`src/rtl/core/str_pkg.sv`:
```
// Package for the stepper trapezoid ramp generator.
// Holds the sequencer state type and fixed codes; used by all modules.
`timescale 1ns / 1ps
package str_pkg;
  localparam logic [19:0] PeriodMax = 20'hFFFFF;

  // Configuration register indexes.
  localparam logic CfgMinPeriod = 1'b0;
  localparam logic CfgMaxPeriod = 1'b1;

  // Input transaction kinds.
  localparam logic ModeStart = 1'b0;
  localparam logic ModeTick = 1'b1;

  typedef enum logic [3:0] {
    ST_IDLE,
    ST_START_DIV,
    ST_START_SQRT,
    ST_START_FIN,
    ST_RAMP_DIV,
    ST_RAMP_FIN,
    ST_OUT
  } seq_state_e;

  typedef struct packed {
    logic        start;
    logic [63:0] num;
    logic [63:0] den;
  } div_req_t;
endpackage

```
`src/rtl/core/str_isqrt.sv`:
```
// Iterative integer square root, two radicand bits per cycle.
// Depends on str_pkg only by convention of the project.
`timescale 1ns / 1ps
module str_isqrt import str_pkg::*; (
  input  logic        clk_i,
  input  logic        rst_ni,
  input  logic        start_i,
  input  logic [63:0] val_i,
  output logic        busy_o,
  output logic [31:0] root_o
);
  logic [63:0] v_q, v_d, res_q, res_d;
  logic [63:0] bit_q, bit_d;
  logic        run_q, run_d;
  logic [63:0] sum;

  always_comb begin
    v_d = v_q;
    res_d = res_q;
    bit_d = bit_q;
    run_d = run_q;
    sum = res_q + bit_q;
    if (start_i) begin
      v_d = val_i;
      res_d = '0;
      bit_d = 64'h4000_0000_0000_0000;
      run_d = 1'b1;
    end else if (run_q) begin
      if (bit_q == '0) begin
        run_d = 1'b0;
      end else begin
        if (v_q >= sum) begin
          v_d = v_q - sum;
          res_d = (res_q >> 1) + bit_q;
        end else begin
          res_d = res_q >> 1;
        end
        bit_d = bit_q >> 2;
      end
    end
  end

  always_ff @(posedge clk_i or negedge rst_ni) begin
    if (!rst_ni) begin
      run_q <= 1'b0;
    end else begin
      run_q <= run_d;
    end
  end

  always_ff @(posedge clk_i) begin
    v_q <= v_d;
    res_q <= res_d;
    bit_q <= bit_d;
  end

  assign busy_o = start_i || run_q;
  assign root_o = res_q[31:0];
endmodule

```
`config.mk`:
```
export PLATFORM = sky130hd
export DESIGN_NAME = str_isqrt
export DESIGN_NICKNAME = d
export VERILOG_FILES = /design/src/rtl/core/str_pkg.sv /design/src/rtl/core/str_isqrt.sv
export SDC_FILE = /design/constraint.sdc
export NUM_CORES = 1
export LEC_CHECK = 0
export ABC_AREA = 1
export BUFFER_PORTS_ARGS = -buffer_cell sky130_fd_sc_hd__buf_2
export CAP_MARGIN = 0
export CELL_PAD_IN_SITES_DETAIL_PLACEMENT = 0
export CELL_PAD_IN_SITES_GLOBAL_PLACEMENT = 2
export CORE_MARGIN = 2
export CORE_UTILIZATION = 30
export DETAILED_ROUTE_END_ITERATION = 16
export HOLD_SLACK_MARGIN = 0.1
export PLACE_DENSITY_LB_ADDON = 0.3
export SYNTH_ARGS = -nofsm -noshare
export SYNTH_HDL_FRONTEND = slang
export SYNTH_SLANG_ARGS = --single-unit
```
`constraint.sdc`:
```
create_clock -name clk_i -period 6 [get_ports clk_i]
set_input_delay 1.2 -clock clk_i [delete_from_list [all_inputs] [get_ports clk_i]]
set_output_delay 1.2 -clock clk_i [all_outputs]
set_load 0.05 [all_outputs]
```
; Yosys cells after proc, flatten, opt, wreduce, memory -nomap -nowiden
; Index checks and enable logic that the tools add are counted.
[totals]
output_inout_bits = 33
input_bits = 67
ff_bits = 161
[op_classes]
n_eq_ne = 1
add_sub_neg = 3
order_cmp = 1
muxes = 8
bitwise = 1
reduce_logical = 6
[ops]
columns = op, n
row1 = 2-to-1 mux 64 bit, 5
row2 = adder 63 x 63 -> 64 bit, 1
row3 = adder 64 x 63 -> 64 bit, 1
row4 = >= comparator 64 bit, 1
row5 = logical NOT 64 bit, 1
row6 = subtractor 64 bit, 1
row7 = nonzero test 2 bit, 2
row8 = 2-to-1 mux 1 bit, 3
row9 = AND reduction 3 bit, 1
row10 = "!= test 2 bit, second input constant", 1
row11 = AND reduction 2 bit, 1
row12 = logical OR 1 bit, 1
row13 = NOT 1 bit, 1

; Logic depth before layout (Yosys ltp)
; Gate-level depths: netlist of run 1.
[logic_depth]
depth_word = 6
depth_mapped = 31

; Worst setup path before layout of run 1
; No wires, ideal clock.
[synth_timing]
path_type = register to register
startpoint = register res_q[12]
endpoint = register v_q[0], enable pin
period_less_slack_ps = 5009
arrival_ps = 4585
path_buffers = 2
path_stages_with_launch = 24
required_ps = 5576
slack_ps = 991
path_cell_list = dfxtp_1 ha_1 nand2_1 o21ai_0 nand2_1 o21a_1 o21ai_0 nand2_1 nand2_1 a21oi_1 xor2_1 ha_1 nand2_1 nor2_2 inv_2 nor2_2 nand2_1 nor3_4 nand2_4 nand2_4 buf_8 buf_6 nand2_1 nand2_1
[synth_via]
elab_chain_cells = 4
[synth_lines]
columns = item, line
row1 = from (decl), str_isqrt.sv:12  ; logic [63:0] v_q, v_d, res_q, res_d;
row2 = from (signal assigned), str_isqrt.sv:53  ; res_q <= res_d;
row3 = adder 64 x 63 -> 64 bit, str_isqrt.sv:22  ; sum = res_q + bit_q;
row4 = >= comparator 64 bit, str_isqrt.sv:32  ; if (v_q >= sum) begin
row5 = nonzero test 2 bit (no source line), n/a
row6 = AND reduction 3 bit (no source line), n/a
row7 = to (signal assigned), str_isqrt.sv:52  ; v_q <= v_d;
row8 = to (decl), str_isqrt.sv:12
; No other way between the ends.
; A chain may end at the register's enable or synchronous reset.

; Worst setup path in the final report of run 1
[layout_timing]
startpoint = register res_q[12]
endpoint = register v_q[19], enable pin
; Same word-level chain as after synthesis.

==> impl_results.md, run 1 <==
- Outcome: completed
- Most frequent CP cell: nand2_1
- Die footprint: 0.06743 mm²
- Placed insts: 4331
- Clk root buf: clkbuf_16
- Leakage dissipation: 9.772 nW
- CP Capture Type: flop
- Largest net degree at the start of global routing: 87
- Post-synthesis instance total: 3448
- Pins over their slew limit: 0
- Worst hold path type: in -> async
- Yosys reg bits: 161
- DR pass1 iterations: 6
- Synthesized cell area: 0.01961 mm²
- Hpwl dp: 72220 µm
- Clk Latency, worst-skew pair: 500 ps
- Syn. warnings: 0
- Final hold violation count: 0
- WL/cell: 19.41 µm
- Vias in the first global route: 21370
- FMAX: 0.1967 GHz
- Layout area overhead: 9.194%
- Register Area: 0.003869 mm²
- CP top delay family: simple AND/OR/NAND/NOR gates
- Ys async rst share: 0.6211%
- Netlist cell types: 50
- Worst reg-to-reg setup slack: 920 ps
- Effective utilization at floorplan: 30.37%
- Clock sink count: 161
- Syn_nets: 3646
- Clock buffer depth: 2
- DR vias/cell: 4.940
- Critical path type: reg -> reg
- Final setup violation count: 0
- CTS HTree Levels: 4
- Post-DRT Antenna Nets: 0
- Actual transition at the worst max-transition pin: 990.7 ps
- Mean post-synth cell area: 5.688 µm²
- Max-Cap Viols: 0
- Largest stage delay, worst path: 430 ps
- CP Cell Sequence: ha_1, nand2_1, o21ai_0, nand2_1, o21a_1, o21ai_0, buf_4, nand2_1, nand2_1, nand4_1, nand3b_1, nand2_1, ha_1, nand2_1, nor2_2, nand2_1, nor2_1, a21oi_4, nand2_4, nand2_1, nand2_2, buf_12
- Critical path arrival: 5280 ps
- Commonest non-fill, non-tap cell in the layout: nand2_1
- Critical path peak fanout: 28
- Antenna cell count: 0
- DIE HEIGHT: 259.7 µm
- Startpoint Class: flop
- Fill count: 7555
- Core area: 0.06458 mm²
- DR DRC count: 0
- Synth Flop Type: dfxtp_1
- Total grt overflow: 0
- Nets@finish: 3693
- Cts hold-fix bufs: 0
- Wirelength, routed: 84670 µm
- Placer Congestion: 0.9519
- IO buf count: 99
- CTS tree: done
- CP max stage cell: o21ai_0
- Clk_skew: 13.61 ps
- Final Util: 33.16%
- CTS resizes: 0
- Slew margin rel.: 33.72%
- First-pass GRT wire length: 126100 µm
- Num rows: 93
- WP buf/inv: 2
- Most frequent cells in the layout: nand2_1, inv_1, nor2_1
- Post-route minimum period: 5085 ps
- Clock-pin slew on the worst setup and hold paths: 80 ps
- Multi-input logic area: 0.01320 mm²
- Setup bufs post-CTS: 0
- Num CTS Buffers: 17
- Routed vias: 21550
- Initial antenna violation count: 1
- Peak supply drop: 0.0002491 V
- Post-route setup TNS: 0 ps
- Io pins: 100
- EDFF count, synth: 64
- Share of cells above drive strength 1: 6.214%
- Sequential fraction of the synthesis area: 19.73%
- Die W: 259.7 µm
- Number of DRC violations after detailed-routing iteration 0: 1454
- Fin cells: 4363
- RSZ-0062 raised after global routing: no
- Cell Pwr Density: 473.3 mW/mm²
- GRT Total Usage: 25.11%
- Final Cycle Share: 84.75%
- WP data required: 6200 ps
-- path summary, 6_finish.rpt --
path                       startpoint       end  cells after the start
min in group clk_i           res_q[0]  res_q[0]                      2
max in group asynchronous      rst_ni     run_q                      1
hold / removal                 rst_ni     run_q                      1
setup reg to reg            res_q[12]   v_q[19]                     22
hold reg to reg              res_q[0]  res_q[0]                      2
setup / recovery            res_q[12]   v_q[19]                     22
-- metal layers --
layer  wire length (µm)  share of wire, %  track usage, %
met1              39580                47           33.47
met2              38850                46           41.64
met3               3226               3.8           2.505
met4               3006               3.6           9.738
met5                 11             0.013               0
-- sequential cells by signal, summed over array words and instances (netlist names) --
signal,flops
bit_q,32
res_q,64
v_q,64
run_q,1
-- kinds of logic (layout without fill, tap and decap cells) --
| kind of cell | count (synthesis) | after routing | synth area share, % |
|---|---|---|---|
| XOR/XNOR | 94 | 94 | 4.198 |
| flip-flops | 161 | 161 | 19.73 |
| adder cells (fa/ha/maj) | 131 | 131 | 8.396 |
| buffers and inverters | 629 | 689 | 13.01 |
| AND/OR/NAND/NOR | 1972 | 1972 | 41.85 |
| AO/OA/AOI/OAI | 461 | 461 | 12.82 |
-- where the power goes --
part	internal [mW]	switching [mW]	total, mW
Sequential	1.63	0.417	2.05
Clock	0.612	0.550	1.16
Combinational	2.15	4.77	6.93
Total	4.40	5.74	10.1
-- final cells by class --
| cell class | instances | area share (%) |
|---|---|---|
| well taps | 855 | 4.996 |
| clock inverters | 12 | 0.5668 |
| repair buffers | 116 | 3.085 |
| flip-flops and latches | 161 | 18.07 |
| inverters | 541 | 9.483 |
| clock buffers | 20 | 2.179 |
| multi-input cells | 2658 | 61.62 |
-- cell usage after synthesis, drive strengths merged (31+ instances only) --
library cell	instances	area share, %
a21oi	174	4.6
edfxtp	64	9.8
nand2	1150	22
inv	540	10
buf	58	2.1
nand4	37	1.2
nand3	309	8.2
o22ai	31	0.99
xnor2	48	2.1
nor2	388	7.5
nor3	35	0.98
xor2	46	2.1
ha	130	8.3
dfxtp	96	9.8
o21ai	195	5.0
-- through the flow --
stage / setup WS (ps) / cell area, µm² / hold slack, ps / total power [mW]
after floorplan: 990.9 / 19610 / 457.3 / 6.891
after global placement: 999.5 / 20830 / 510.1 / 8.959
after detailed placement: 972.0 / 20830 / 500.4 / 8.909
after CTS: 951.4 / 21410 / 438.4 / 10.10
after global routing: 540.2 / 21410 / 447.6 / 11.03
final: 915.2 / 21410 / 464.4 / 10.14
No activity file was read; power rests on OpenSTA's default activity.
==> inputs of run 2 (changes only) <==
clock period = 4.75 ns   (was 6 ns; I/O delays follow)
==> run 2 against run 1 <==
- clock power rose by 20%
- combinational power up 36%
- global-route usage grew 0.87 points
- fmax increased by 13%
- power up 31%
- sequential cell count did not move
- critical path depth is 1 lower
- die area unchanged
- design area is 3.0% higher
- sequential share of layout area decreased by 0.53 points
- highest routed layer is now met4
==> impl_results.md, run 2 (same netlist as run 1, synthesis figures left out) <==
- PnR worst setup slack: 234.4 ps (was 915.2 ps)
- Effective utilization at floorplan: 30.37% (unchanged)
- WL/cell: 19.72 µm (was 19.41 µm)
- DR vias/cell: 4.926 (was 4.940)
- WHS: 213.1 ps (was 464.4 ps)
- Hpwl dp: 74940 µm (was 72220 µm)
- Commonest non-fill, non-tap cell in the layout: nand2_1 (unchanged)
- Critical path type: reg -> reg (unchanged)
- Clock buffer depth: 2 (unchanged)
- Io pins: 100 (unchanged)
- FMAX: 0.2215 GHz (was 0.1967 GHz)
- Largest net degree at the start of global routing: 74 (was 87)
- Antenna cell count: 0 (unchanged)
- CTS tree: done (unchanged)
- Largest stage delay, worst path: 390 ps (was 430 ps)
- Share of cells above drive strength 1: 8.503% (was 6.214%)
- Startpoint Class: flop (unchanged)
- RSZ-0062 raised after global routing: no (unchanged)
- Final Cycle Share: 95.07% (was 84.75%)
- Wirelength, routed: 87600 µm (was 84670 µm)
- GRT Total Usage: 25.99% (was 25.11%)
- Initial antenna violation count: 0 (was 1)
- Clk Latency, worst-skew pair: 500 ps (about the same)
- Multi-input logic area: 0.01323 mm² (was 0.01320 mm²)
- Peak supply drop: 0.0002845 V (was 0.0002491 V)
- Clk root buf: clkbuf_16 (unchanged)
- IO buf count: 99 (unchanged)
- Worst hold path type: in -> async (unchanged)
- Fin cells: 4442 (was 4363)
- CP Capture Type: flop (unchanged)
- CP max stage cell: ha_1 (was o21ai_0)
- Leakage dissipation: 10.18 nW (was 9.772 nW)
- Clock-pin slew on the worst setup and hold paths: 70 ps (was 80 ps)
- DR pass1 iterations: 6 (unchanged)
- Nets@finish: 3772 (was 3693)
- Number of DRC violations after detailed-routing iteration 0: 1497 (was 1454)
- Total grt overflow: 0 (unchanged)
- Clk_skew: 14.82 ps (was 13.61 ps)
- Post-route setup TNS: 0 ps (unchanged)
- DR DRC count: 0 (unchanged)
- First-pass GRT wire length: 130300 µm (was 126100 µm)
- Post-route minimum period: 4516 ps (was 5085 ps)
- Die footprint: 0.06743 mm² (unchanged)
- WP data required: 5000 ps (was 6200 ps)
- Vias in the first global route: 21730 (was 21370)
- Largest regs: res_q: 64 flops, v_q: 64 flops, bit_q: 32 flops (unchanged)
- Layout area overhead: 12.47% (was 9.194%)
- Most frequent CP cell: nand2_1 (unchanged)
- Die W: 259.7 µm (unchanged)
- Pins over their slew limit: 0 (unchanged)
- Setup bufs post-CTS: 0 (unchanged)
- Cell Pwr Density: 600.0 mW/mm² (was 473.3 mW/mm²)
- Placed insts: 4410 (was 4331)
- Outcome: completed (unchanged)
- Routed vias: 21880 (was 21550)
- Num rows: 93 (unchanged)
- CTS HTree Levels: 4 (unchanged)
- Fill count: 7594 (was 7555)
- Clock sink count: 161 (unchanged)
- Post-DRT Antenna Nets: 0 (unchanged)
- Num CTS Buffers: 17 (unchanged)
- Max-Cap Viols: 0 (unchanged)
- Slew margin rel.: 40.11% (was 33.72%)
- CP Cell Sequence: ha_1, nand2_1, o21ai_0, nand2_1, o21ai_0, inv_1, o21bai_1, a21oi_1, xor2_1, ha_1, nand2_1, inv_1, nand2_1, nand2_1, a21oi_1, nand2_1, a21oi_4, nand2_4, nand2_1, nand2_2, buf_12 (was ha_1, nand2_1, o21ai_0, nand2_1, o21a_1, o21ai_0, buf_4, nand2_1, nand2_1, nand4_1, nand3b_1, nand2_1, ha_1, nand2_1, nor2_2, nand2_1, nor2_1, a21oi_4, nand2_4, nand2_1, nand2_2, buf_12)
- Critical path arrival: 4770 ps (was 5280 ps)
- Final hold violation count: 0 (unchanged)
- Final setup violation count: 0 (unchanged)
- Core area: 0.06458 mm² (unchanged)
- Critical path peak fanout: 18 (was 28)
- CP top delay family: compound AO/OA/AOI/OAI gates (was simple AND/OR/NAND/NOR gates)
- Most frequent cells in the layout: nand2_1, inv_1, nor2_1 (unchanged)
- Placer Congestion: 0.9466 (was 0.9519)
- Register Area: 0.003869 mm² (unchanged)
- Dpl ws: 226.3 ps (was 972.0 ps)
- DIE HEIGHT: 259.7 µm (unchanged)
- WP buf/inv: 3 (was 2)
- Actual transition at the worst max-transition pin: 897.0 ps (was 990.7 ps)
## run 2: cell types whose count changed in the layout (fill, tap and decap cells not counted), moves of 3 or more
cell	previous run	this run
buf_4	14	88
o21ai_0	184	170
o21ai_1	10	23
buf_12	3	7
nor2_1	379	375
nor2_2	9	13
clkbuf_8	3	0
## run 2: per-stage QoR
step / util [%] / total power, mW / instance area, µm²
floorplan: - / 8.698 / 19610
global placement: 33.24 / 11.81 / 21470
detailed placement: 33.24 / 11.74 / 21470
CTS: 34.09 / 13.18 / 22020
global route: 34.15 / 14.42 / 22060
finish: 34.15 / 13.23 / 22060
## run 2: final timing paths
kind | from | to | slack [ps] | cells past startpoint
hold / removal | rst_ni | run_q | 210 | 1
min in group clk_i | res_q[0] | res_q[0] | 540 | 2
setup / recovery | bit_q[32] | v_q[35] | 230 | 21
setup reg to reg | bit_q[32] | v_q[35] | 230 | 21
hold reg to reg | res_q[0] | res_q[0] | 540 | 2
max in group asynchronous | rst_ni | run_q | 4450 | 1
## run 2: layout make-up
cell class / instances / share of cell area [%]
repair buffers: 195 / 5.928
flip-flops and latches: 161 / 17.54
clock buffers: 19 / 1.963
well taps: 855 / 4.850
inverters: 541 / 9.206
clock inverters: 13 / 0.5219
multi-input cells: 2658 / 59.99
## run 2: metal layers
layer  track usage, %  part of all wire, %  up-vias
met2            42.96                   46      525
met4            9.882                  3.5        0
li1                 -                    -    11250
met5                0                    0        -
met3            2.339                  3.9      105
met1            34.97                   47    10000
## run 2: power by group
| part | internal [mW] | switching, mW |
|---|---|---|
| Sequential | 2.06 | 0.351 |
| Combinational | 3.05 | 6.38 |
| Clock | 0.686 | 0.708 |
## run 2: worst register-to-register path, stage by stage, from the launching register on
cell and delay, ps:
dfxtp_1 350, ha_1 390, nand2_1 90, o21ai_0 380
nand2_1 160, o21ai_0 150, inv_1 110, o21bai_1 270
a21oi_1 120, xor2_1 310, ha_1 370, nand2_1 120
inv_1 60, nand2_1 60, nand2_1 90, a21oi_1 230
nand2_1 170, a21oi_4 220, nand2_4 80, nand2_1 90
nand2_2 200, buf_12 270
## run 2: repair_timing
| item | CTS | global route |
|---|---|---|
| hold buffers | 0 | 0 |
| endpoints found under the setup margin | 0 | 113 |
| gates resized for setup | 0 | 25 |
