[src/rtl/core/str_pkg.sv]
// Package for the stepper trapezoid ramp generator.
// Holds the sequencer state type and fixed codes; used by all modules.
`timescale 1ns / 1ps
package str_pkg;
  localparam logic [19:0] PeriodMax = 20'hFFFFF;

  // Configuration register indexes.
  localparam logic CfgMinPeriod = 1'b0;
  localparam logic CfgMaxPeriod = 1'b1;

  // Input transaction kinds.
  localparam logic ModeStart = 1'b0;
  localparam logic ModeTick = 1'b1;

  typedef enum logic [3:0] {
    ST_IDLE,
    ST_START_DIV,
    ST_START_SQRT,
    ST_START_FIN,
    ST_RAMP_DIV,
    ST_RAMP_FIN,
    ST_OUT
  } seq_state_e;

  typedef struct packed {
    logic        start;
    logic [63:0] num;
    logic [63:0] den;
  } div_req_t;
endpackage

[src/rtl/core/str_divider.sv]
// Shared restoring divider, one quotient bit per cycle, 64 by 64 bits.
// Depends on str_pkg for the request struct.
`timescale 1ns / 1ps
module str_divider import str_pkg::*; (
  input  logic        clk_i,
  input  logic        rst_ni,
  input  div_req_t    req_i,
  output logic        busy_o,
  output logic [63:0] quot_o
);
  logic [63:0] rem_q, rem_d, quo_q, quo_d, den_q, den_d;
  logic [6:0]  cnt_q, cnt_d;
  logic [64:0] trial;

  always_comb begin
    rem_d = rem_q;
    quo_d = quo_q;
    den_d = den_q;
    cnt_d = cnt_q;
    trial = {rem_q, quo_q[63]} - {1'b0, den_q};
    if (req_i.start) begin
      rem_d = '0;
      quo_d = req_i.num;
      den_d = req_i.den;
      cnt_d = 7'd64;
    end else if (cnt_q != '0) begin
      cnt_d = cnt_q - 7'd1;
      if (!trial[64]) begin
        rem_d = trial[63:0];
        quo_d = {quo_q[62:0], 1'b1};
      end else begin
        rem_d = {rem_q[62:0], quo_q[63]};
        quo_d = {quo_q[62:0], 1'b0};
      end
    end
  end

  always_ff @(posedge clk_i or negedge rst_ni) begin
    if (!rst_ni) begin
      cnt_q <= '0;
    end else begin
      cnt_q <= cnt_d;
    end
  end

  always_ff @(posedge clk_i) begin
    rem_q <= rem_d;
    quo_q <= quo_d;
    den_q <= den_d;
  end

  assign busy_o = req_i.start || (cnt_q != '0);
  assign quot_o = quo_q;
endmodule

[config.mk]
export PLATFORM = sky130hd
export DESIGN_NAME = str_divider
export DESIGN_NICKNAME = d
export VERILOG_FILES = /design/src/rtl/core/str_pkg.sv /design/src/rtl/core/str_divider.sv
export SDC_FILE = /design/constraint.sdc
export NUM_CORES = 1
export LEC_CHECK = 0
export ABC_AREA = 0
export BUFFER_PORTS_ARGS = -buffer_cell sky130_fd_sc_hd__clkbuf_2
export CAP_MARGIN = 15
export CORE_MARGIN = 1
export CORE_UTILIZATION = 40
export DETAILED_ROUTE_END_ITERATION = 8
export SLEW_MARGIN = 20
export SYNTH_ARGS = -nofsm -noshare
export SYNTH_HDL_FRONTEND = slang
export SYNTH_SLANG_ARGS = --single-unit
[constraint.sdc]
create_clock -name clk_i -period 4.6 [get_ports clk_i]
set_input_delay 0.46 -clock clk_i [delete_from_list [all_inputs] [get_ports clk_i]]
set_output_delay 0.46 -clock clk_i [all_outputs]
set_load 0.03 [all_outputs]
# Yosys cells after proc, flatten, opt, wreduce, memory -nomap -nowiden
# Index checks and enable logic that the tools add are counted.
# word_totals
regBits	199
wordCells	15
input_bits	131
output_inout_bits	65
# op_classes
reduce_logical	3
n_addsub	2
muxes	6
# op_table
op	n
$mux 64	3
$sub 65x64->65	1
$mux 7	2
$reduce_bool 7->1	1
$sub 7x1->7 const B	1
$reduce_bool 2->1	1
$logic_or 1x1->1	1
$mux 1	1

# Longest topological paths before layout
# Gate-level depths: netlist of the first run.
# depth
ltp_word	4
depth_mapped	15
ltp_nobuf	13

# Worst setup path after synthesis of the first run
# No wires, ideal clock.
# synth_timing
path_kind	register to register
start	reg quo_q[63], in the netlist quot_o[63]
end	reg rem_q[20]
synth_period_minus_slack_ps	3487
n_path_buf	2
t_required_ps	4511
stages_incl_launch_ff	16
path_slack_ps	1113
t_arrival_ps	3398
setup_ps	89
cell_sequence	edfxtp_1 > inv_1 > ha_1 > fa_1 > and2b_1 > o2111ai_1 > a21oi_2 > o31ai_2 > a31oi_4 > a31oi_4 > o21ai_4 > xor2_1 > buf_4 > buf_4 > nand3b_1 > a311oi_2
# synth_between
elab_chain_cells	2
# synth_lines
element	line	rtl
from (decl)	str_divider.sv:11	logic [63:0] rem_q, rem_d, quo_q, quo_d, den_q, den_d;
from (signal assigned)	str_divider.sv:48	quo_q <= quo_d;
$sub 65x64->65	str_divider.sv:20	trial = {rem_q, quo_q[63]} - {1'b0, den_q};
$mux 64	str_divider.sv:28	if (!trial[64]) begin
to (signal assigned)	str_divider.sv:47	rem_q <= rem_d;
to (decl)	str_divider.sv:11	
# Every way passes these cells.
# A chain may end at the register's enable or synchronous reset.

# Worst setup path after layout of the first run
# layout_timing
start	reg quo_q[63], in the netlist quot_o[63]
end	reg rem_q[36]
# Same word-level chain as after synthesis.

==> run summary, run 1 <==
- 0.873 — GPL Wtd Cong
- 2 — clock buffer depth
- 0 — # setup viols final
- 6.14 nW — leakage power figure
- 0.210 — overall global routing resource usage
- 4560 ps — CP Data Arrival Time
- 590 ps — longest individual stage delay on the worst path
- 63 — row count
- 0.253 — fraction of final layout cells sized beyond drive strength 1
- 77 — distinct cell type count after synthesis
- 128 — number of flops mapped to enable cells by yosys
- in -> reg — worst hold path type
- 32000 um — DRT Wirelength
- 16.0 ps — Worst Clk Skew
- 4200 ps — crit path time final
- 1247 — number of cells produced by synthesis
- 23300 um — dpl hpwl
- 1807 — number of cells in the finished layout apart from fillers
- 0 — Maximum Capacitance Violations
- 408 ps — DP Worst Slack
- a31oi_4 — most repeated library cell on the critical path
- 0 — DRC violation count after routing
- 80 ps — clock transition at the registers of the reported paths
- 138 — maximum number of pins on one net before global-route repair
- rem_q[36]$_SDFFE_PP0P_ — terminus of the critical flop-to-flop path
- 31400 um^2 — area of the die
- 13500 um^2 — area of placed instances
- reg -> reg — kind of critical path
- 0 — Antenna diodes
- 51800 um — global-route wire length before repair
- clkbuf_16 — CTS Root Buffer Type
- 15.1% — area growth from synthesis to final layout
- 196 — boundary pin count
- quot_o[63]$_DFFE_PP_ — source of the critical timing path
- edfxtp_1 — ys flop type
- 12300 um^2 — Synth Cell Area
- 4960 ps — required time of the critical path
- 597 nW/um^2 — power density normalized to cell area
- 1602 — # nets final
- 177 um — Die Y
- 0 — cts repair resizes
- 0 — count of antenna-violating nets left after detailed routing
- 199 — clock net sink count
- 0 — Post-CTS Repair Setup Buffers
- 400 ps — internal reg-to-reg setup slack
- 0 — Fin. Hold Viols
- 199 — Seq cells post-synth
- 0.913 — final worst-path cycle share
- quot_o[63]$_DFFE_PP_ — reg-to-reg startpoint
- 460 ps — worst skew pair latency
- 399 ps — Worst Slack Setup Final
- 0.0352 — async set-or-reset flop fraction in the synthesized netlist
- finished, final reports clean — run status
- 1775 — placed instance count
- 14100 um^2 — post-route standard cell area excluding fillers
- 5.51 — average vias per placed instance
- 1444 — net count after synthesis
- 28 — highest net fanout along the worst path
- 9952 — overall via count from detail_route
- 4 — H-tree depth
- 571 — detailed router's first-iteration violation count
- 0 — Overflow after GRT
- rem_q[36]$_SDFFE_PP0P_ — endpoint of the worst setup timing path
- xnor2_4 — slowest cell on the critical path
- register — element type at the critical path end
- register — CP Launch Type
- 30000 um^2 — Core Region
- 0.432 — fraction of the yosys area taken by sequential cells
- 9944 — vias in the first global route
- 0.472 — core occupancy in the finished layout
- 0 — number of synthesis warnings
- inv_1 > ha_1 > fa_1 > and2b_1 > o2111ai_1 > a21oi_2 > o31ai_2 > a31oi_4 > a31oi_4 > o21ai_4 > xnor2_4 > buf_4 > nand2_1 > a311oi_2 — chain of cells forming the critical path
- 0 ps — Setup TNS
- 862 ps — measured slew at the worst slew-check pin
- 0 — Max Slew Vio Count
- 14400 um — M1 wire length
- 17.7 um — wire length per cell
- 14 — logic depth of the worst register-to-register path
- 238 MHz — achievable frequency
- 9.85 um^2 — post-synthesis area per instance
- 17 — number of buffers added by the clock tree synthesis step
- 0.332 mV — peak ir drop on the vdd network
- 0.425 — worst max-slew margin expressed relative to the limit
- met4 — DR top layer
- 0 — initial antenna violation count
- 177 um — die extent in x
- 0.410 — starting density of the core
- false — setup repair after global routing missed its margin
- 5 — total iterations of the first detailed-routing run
- 14500 um — routed length on met2
- 195 — number of port buffers
- 2470 um — Routed met3 length
- done — TritonCTS clock tree
placed cells by master (no fill, tap or decap), drive strengths merged, types with 3 or more instances in the layout:
| master | count |
|---|---|
| a2111oi | 6 |
| a211oi | 12 |
| a21o | 28 |
| a21oi | 76 |
| a221oi | 4 |
| a311oi | 45 |
| a31oi | 10 |
| a41oi | 8 |
| and2 | 6 |
| and3 | 13 |
| and4 | 5 |
| buf | 11 |
| clkbuf | 212 |
| clkinv | 5 |
| dfrtp | 7 |
| dfxtp | 64 |
| edfxtp | 128 |
| ha | 65 |
| inv | 91 |
| mux2 | 65 |
| mux2i | 4 |
| nand2 | 157 |
| nand2b | 5 |
| nand3 | 28 |
| nand3b | 3 |
| nand4 | 13 |
| nor2 | 113 |
| nor2b | 6 |
| nor3 | 25 |
| nor4 | 10 |
| o2111ai | 4 |
| o211ai | 5 |
| o21a | 9 |
| o21ai | 52 |
| o21bai | 10 |
| o31ai | 7 |
| or3 | 6 |
| xnor2 | 42 |
| xor2 | 19 |
flip-flops by register name, summed over array words and instances (netlist names):
name	count
rem_q	64
den_q	64
cnt_q	7
quot_o	64
repair_timing:
action                                  CTS  global route
hold endpoints to repair                  7             0
hold buffers                              1             0
endpoints found under the setup margin    0             0
synth_stat cells (6+ instances only):
master,count,area (um^2)
or3_1,6,37.5
o21bai_1,10,75.1
a311oi_2,39,586
o21a_1,9,67.6
clkbuf_1,30,113
a21oi_1,74,370
mux2_2,65,732
o31ai_1,6,45.0
dfrtp_1,7,175
a31oi_1,8,50.1
nand2_1,157,589
buf_2,21,105
nor2_1,113,424
nor3_1,24,120
xor2_1,19,166
and2_1,6,37.5
a21o_1,28,210
nand3_1,27,135
a211oi_1,12,90.1
a41oi_1,8,70.1
nand4_1,13,81.3
inv_1,84,315
xnor2_1,41,359
a311oi_1,6,52.6
o21ai_0,47,235
edfxtp_1,128,3840
nor2b_1,6,37.5
nor4_1,10,62.6
ha_1,65,813
and3_1,13,81.3
dfxtp_1,64,1280
buf_6,6,67.6
worst min path at each step:
stage / to / depth (start not counted) / slack (ps) / from
after detailed placement: cnt_q[3]$_DFFE_PN0P_ / 1 / 310 / rst_ni
after floorplan: cnt_q[0]$_DFFE_PN0P_ / 0 / 160 / rst_ni
after global routing: den_q[25]$_DFFE_PP_ / 1 / 150 / req_i[25]
final: den_q[25]$_DFFE_PP_ / 1 / 170 / req_i[25]
after global placement: cnt_q[3]$_DFFE_PN0P_ / 1 / 310 / rst_ni
after CTS: den_q[32]$_DFFE_PP_ / 1 / 150 / req_i[32]
per-stage QoR:
step | hold slack [ps] | power (mW)
after floorplan | 164 | 5.93
after global placement | 308 | 6.82
after detailed placement | 311 | 6.86
after CTS | 151 | 8.49
after global routing | 152 | 9.07
final | 174 | 8.44
power by group:
| part | internal, mW | switching, mW |
|---|---|---|
| clock | 0.827 | 0.756 |
| combinational | 1.63 | 2.54 |
| sequential | 2.37 | 0.318 |
| total | 4.82 | 3.62 |
worst max-delay path, delay by kind of cell, from the launching register on:
family / cells / cell delay [ps]
compound gates: 7 / 1820
xor+xnor: 1 / 590
fa+ha+maj: 2 / 390
buf+inv: 2 / 540
flops: 1 / 420
simple gates: 2 / 310
layout make-up:
| type | count | area [um^2] |
|---|---|---|
| Clock buffer | 17 | 425 |
| Clock inverter | 14 | 184 |
| Fill cell | 2877 | 15800 |
| Inverter | 84 | 315 |
| Multi-Input combinational cell | 896 | 6330 |
| Sequential cell | 199 | 5300 |
| Tap cell | 390 | 488 |
| Timing Repair Buffer | 207 | 1090 |
cells by family after synthesis:
kind of cell / after synthesis / share of synthesized area
muxes: 69 / 0.0629
DFF: 199 / 0.432
AOI/OAI and AO/OA: 299 / 0.190
adders and majority gates: 66 / 0.0679
and+or+nand+nor: 401 / 0.148
xor gates and xnor gates: 61 / 0.0450
buffers and inverters: 152 / 0.0544
per-layer routing:
| layer | global-route usage | vias up |
|---|---|---|
| li1 | - | 4871 |
| met1 | 0.271 | 4726 |
| met2 | 0.337 | 323 |
| met3 | 0.0619 | 32 |
| met4 | 0.0650 | 0 |
| met5 | 0 | - |
(Power assumes the default switching activity.)
==> run 2: changes to the inputs <==
CORE_ASPECT_RATIO = 0.7   (was not set)
==> run 2 against run 1 <==
  * Setup slack better by 110 ps
  * Utilization about the same
  * Clock skew up 4.8 ps
  * Cell count rose by 1.4%
  * Combinational power up 2%
  * Largest cell class unchanged
  * Flip-flop and latch count did not move
  * First-iteration DRC count grew 33%
  * Worst hold slack got worse by 2.0 ps
==> run summary, run 2 (synthesis results as in run 1) <==
- 602 nW/um^2 — power density normalized to cell area
- 80 ps — clock transition at the registers of the reported paths
- 4970 ps — required time of the critical path
- finished, final reports clean — run status
- 0 — count of antenna-violating nets left after detailed routing
- 14 — logic depth of the worst register-to-register path
- 0.408 — starting density of the core
- den_q[29]$_DFFE_PP_ — Hold Path Sink
- 31300 um — DRT Wirelength
- reg -> reg — kind of critical path
- 0.201 — overall global routing resource usage
- 0 — initial antenna violation count
- 0 — # setup viols final
- 761 — detailed router's first-iteration violation count
- inv_1 > ha_1 > fa_1 > and2b_1 > o2111ai_1 > a21oi_2 > o31ai_2 > a31oi_4 > a31oi_4 > o21ai_4 > xor2_4 > buf_4 > nand2_1 > a311oi_2 — chain of cells forming the critical path
- 75 — maximum number of pins on one net before global-route repair
- register — CP Launch Type
- 0 — Fin. Hold Viols
- 9851 — overall via count from detail_route
- 961 ps — measured slew at the worst slew-check pin
- 196 — boundary pin count
- 15.8% — area growth from synthesis to final layout
- 1605 — # nets final
- 0.360 — worst max-slew margin expressed relative to the limit
- register — element type at the critical path end
- clkbuf_2 — commonest non-fill, non-tap cell in the layout
- 23200 um — dpl hpwl
- 510 ps — internal reg-to-reg setup slack
- in -> reg — worst hold path type
- 0 — Overflow after GRT
- 149 um — Die Y
- 0.889 — final worst-path cycle share
- 18 — highest net fanout along the worst path
- 5.37 — average vias per placed instance
- 9327 — vias in the first global route
- 194 x clkbuf_2, 157 x nand2_1, 128 x edfxtp_1 — commonest cells after routing, fill and taps aside
- 0 ps — Setup TNS
- 31400 um^2 — area of the die
- 5 — total iterations of the first detailed-routing run
- 460 ps — worst skew pair latency
- 0.237 mV — peak ir drop on the vdd network
- false — setup repair after global routing missed its margin
- rem_q[42]$_SDFFE_PP0P_ — terminus of the critical flop-to-flop path
- 199 — clock net sink count
- 53 — row count
- 510 ps — Worst Slack Setup Final
- 2 — clock buffer depth
- 4 — H-tree depth
- 4460 ps — CP Data Arrival Time
- clkbuf_16 — CTS Root Buffer Type
- 20.8 ps — Worst Clk Skew
- req_i[29] — startpoint of the lowest-slack hold path
- 519 ps — DP Worst Slack
- quot_o[63]$_DFFE_PP_ — reg-to-reg startpoint
- 0 — Max Slew Vio Count
- 6.16 nW — leakage power figure
- 0 — DRC violation count after routing
- 17 — number of buffers added by the clock tree synthesis step
- 520 ps — longest individual stage delay on the worst path
- 195 — number of port buffers
- 4090 ps — crit path time final
- 0 — Post-CTS Repair Setup Buffers
- 0.253 — fraction of final layout cells sized beyond drive strength 1
- 0 — Antenna diodes
- 49800 um — global-route wire length before repair
- 30100 um^2 — Core Region
- done — TritonCTS clock tree
- 245 MHz — achievable frequency
- 0.913 — GPL Wtd Cong
- xor2_4 — slowest cell on the critical path
- 0 — Maximum Capacitance Violations
- a31oi_4 — most repeated library cell on the critical path
- 211 um — die extent in x
- 1 — cell depth of the worst min-delay path
- 17.1 um — wire length per cell
## run 2: changes by cell type in the layout (fill, tap and decap cells not counted)
cell / previous run / this run
buf_4: 10 / 12
inv_6: 4 / 2
clkinv_8: 2 / 0
bufinv_16: 2 / 4
inv_8: 3 / 1
buf_12: 1 / 2
clkinvlp_4: 0 / 3
clkinv_2: 1 / 2
clkinv_4: 2 / 1
clkinv_1: 0 / 2
## run 2: routing by layer
layer	up-vias	part of all wire	track usage	routed length (um)
met5	-	0	0	0
met4	0	0.0092	0.0467	287
met3	16	0.042	0.0389	1320
met2	219	0.43	0.296	13600
met1	4738	0.51	0.301	16100
li1	4878	-	-	-
## run 2: power by group
group,internal [mW],total (mW),switching (mW)
Clock,0.912,1.62,0.710
Combinational,1.66,4.25,2.59
Sequential,2.37,2.69,0.322
## run 2: worst max path at each step
stage,start,end,slack (ps),cells after the start
finish,quot_o[63]$_DFFE_PP_,rem_q[42]$_SDFFE_PP0P_,510,14
global route,quot_o[63]$_DFFE_PP_,rem_q[42]$_SDFFE_PP0P_,200,14
CTS,quot_o[63]$_DFFE_PP_,rem_q[42]$_SDFFE_PP0P_,470,14
detailed placement,quot_o[63]$_DFFE_PP_,rem_q[22]$_SDFFE_PP0P_,520,14
global placement,quot_o[63]$_DFFE_PP_,rem_q[53]$_SDFFE_PP0P_,660,14
floorplan,quot_o[63]$_DFFE_PP_,rem_q[20]$_SDFFE_PP0P_,1110,15
## run 2: what timing repair did
item                                   in CTS  in global routing
hold buffers                                1                  0
gates resized for setup                     0                  0
endpoints found under the hold margin       7                  0
## run 2: metrics by stage
step,cell area (um^2),total power [mW],hold slack [ps],util,instances
6_report,14200,8.56,172,0.472,1833
5_1_grt,14200,9.17,147,0.472,1833
4_1_cts,14200,8.57,154,0.472,1833
3_5_place_dp,13600,6.91,315,0.451,1800
3_3_place_gp,13600,6.88,310,0.451,1800
2_1_floorplan,12300,5.93,164,-,1247
## run 2: cell type report
| cell class | count | area [um^2] |
|---|---|---|
| fill | 2902 | 15900 |
| multi-input combinational | 896 | 6330 |
| sequential | 199 | 5300 |
| timing repair buffer | 210 | 1120 |
| tap | 412 | 515 |
| clock buffer | 17 | 425 |
| inverter | 84 | 315 |
| clock inverter | 15 | 198 |
## run 2: critical path: cells and delay by family, from the launching register on
family / cells / cell delay (ps)
AO/OA/AOI/OAI: 7 / 1720
adder cells (fa/ha/maj): 2 / 630
XOR/XNOR: 1 / 520
buffers and inverters: 2 / 400
flip-flops: 1 / 370
AND/OR/NAND/NOR: 2 / 360
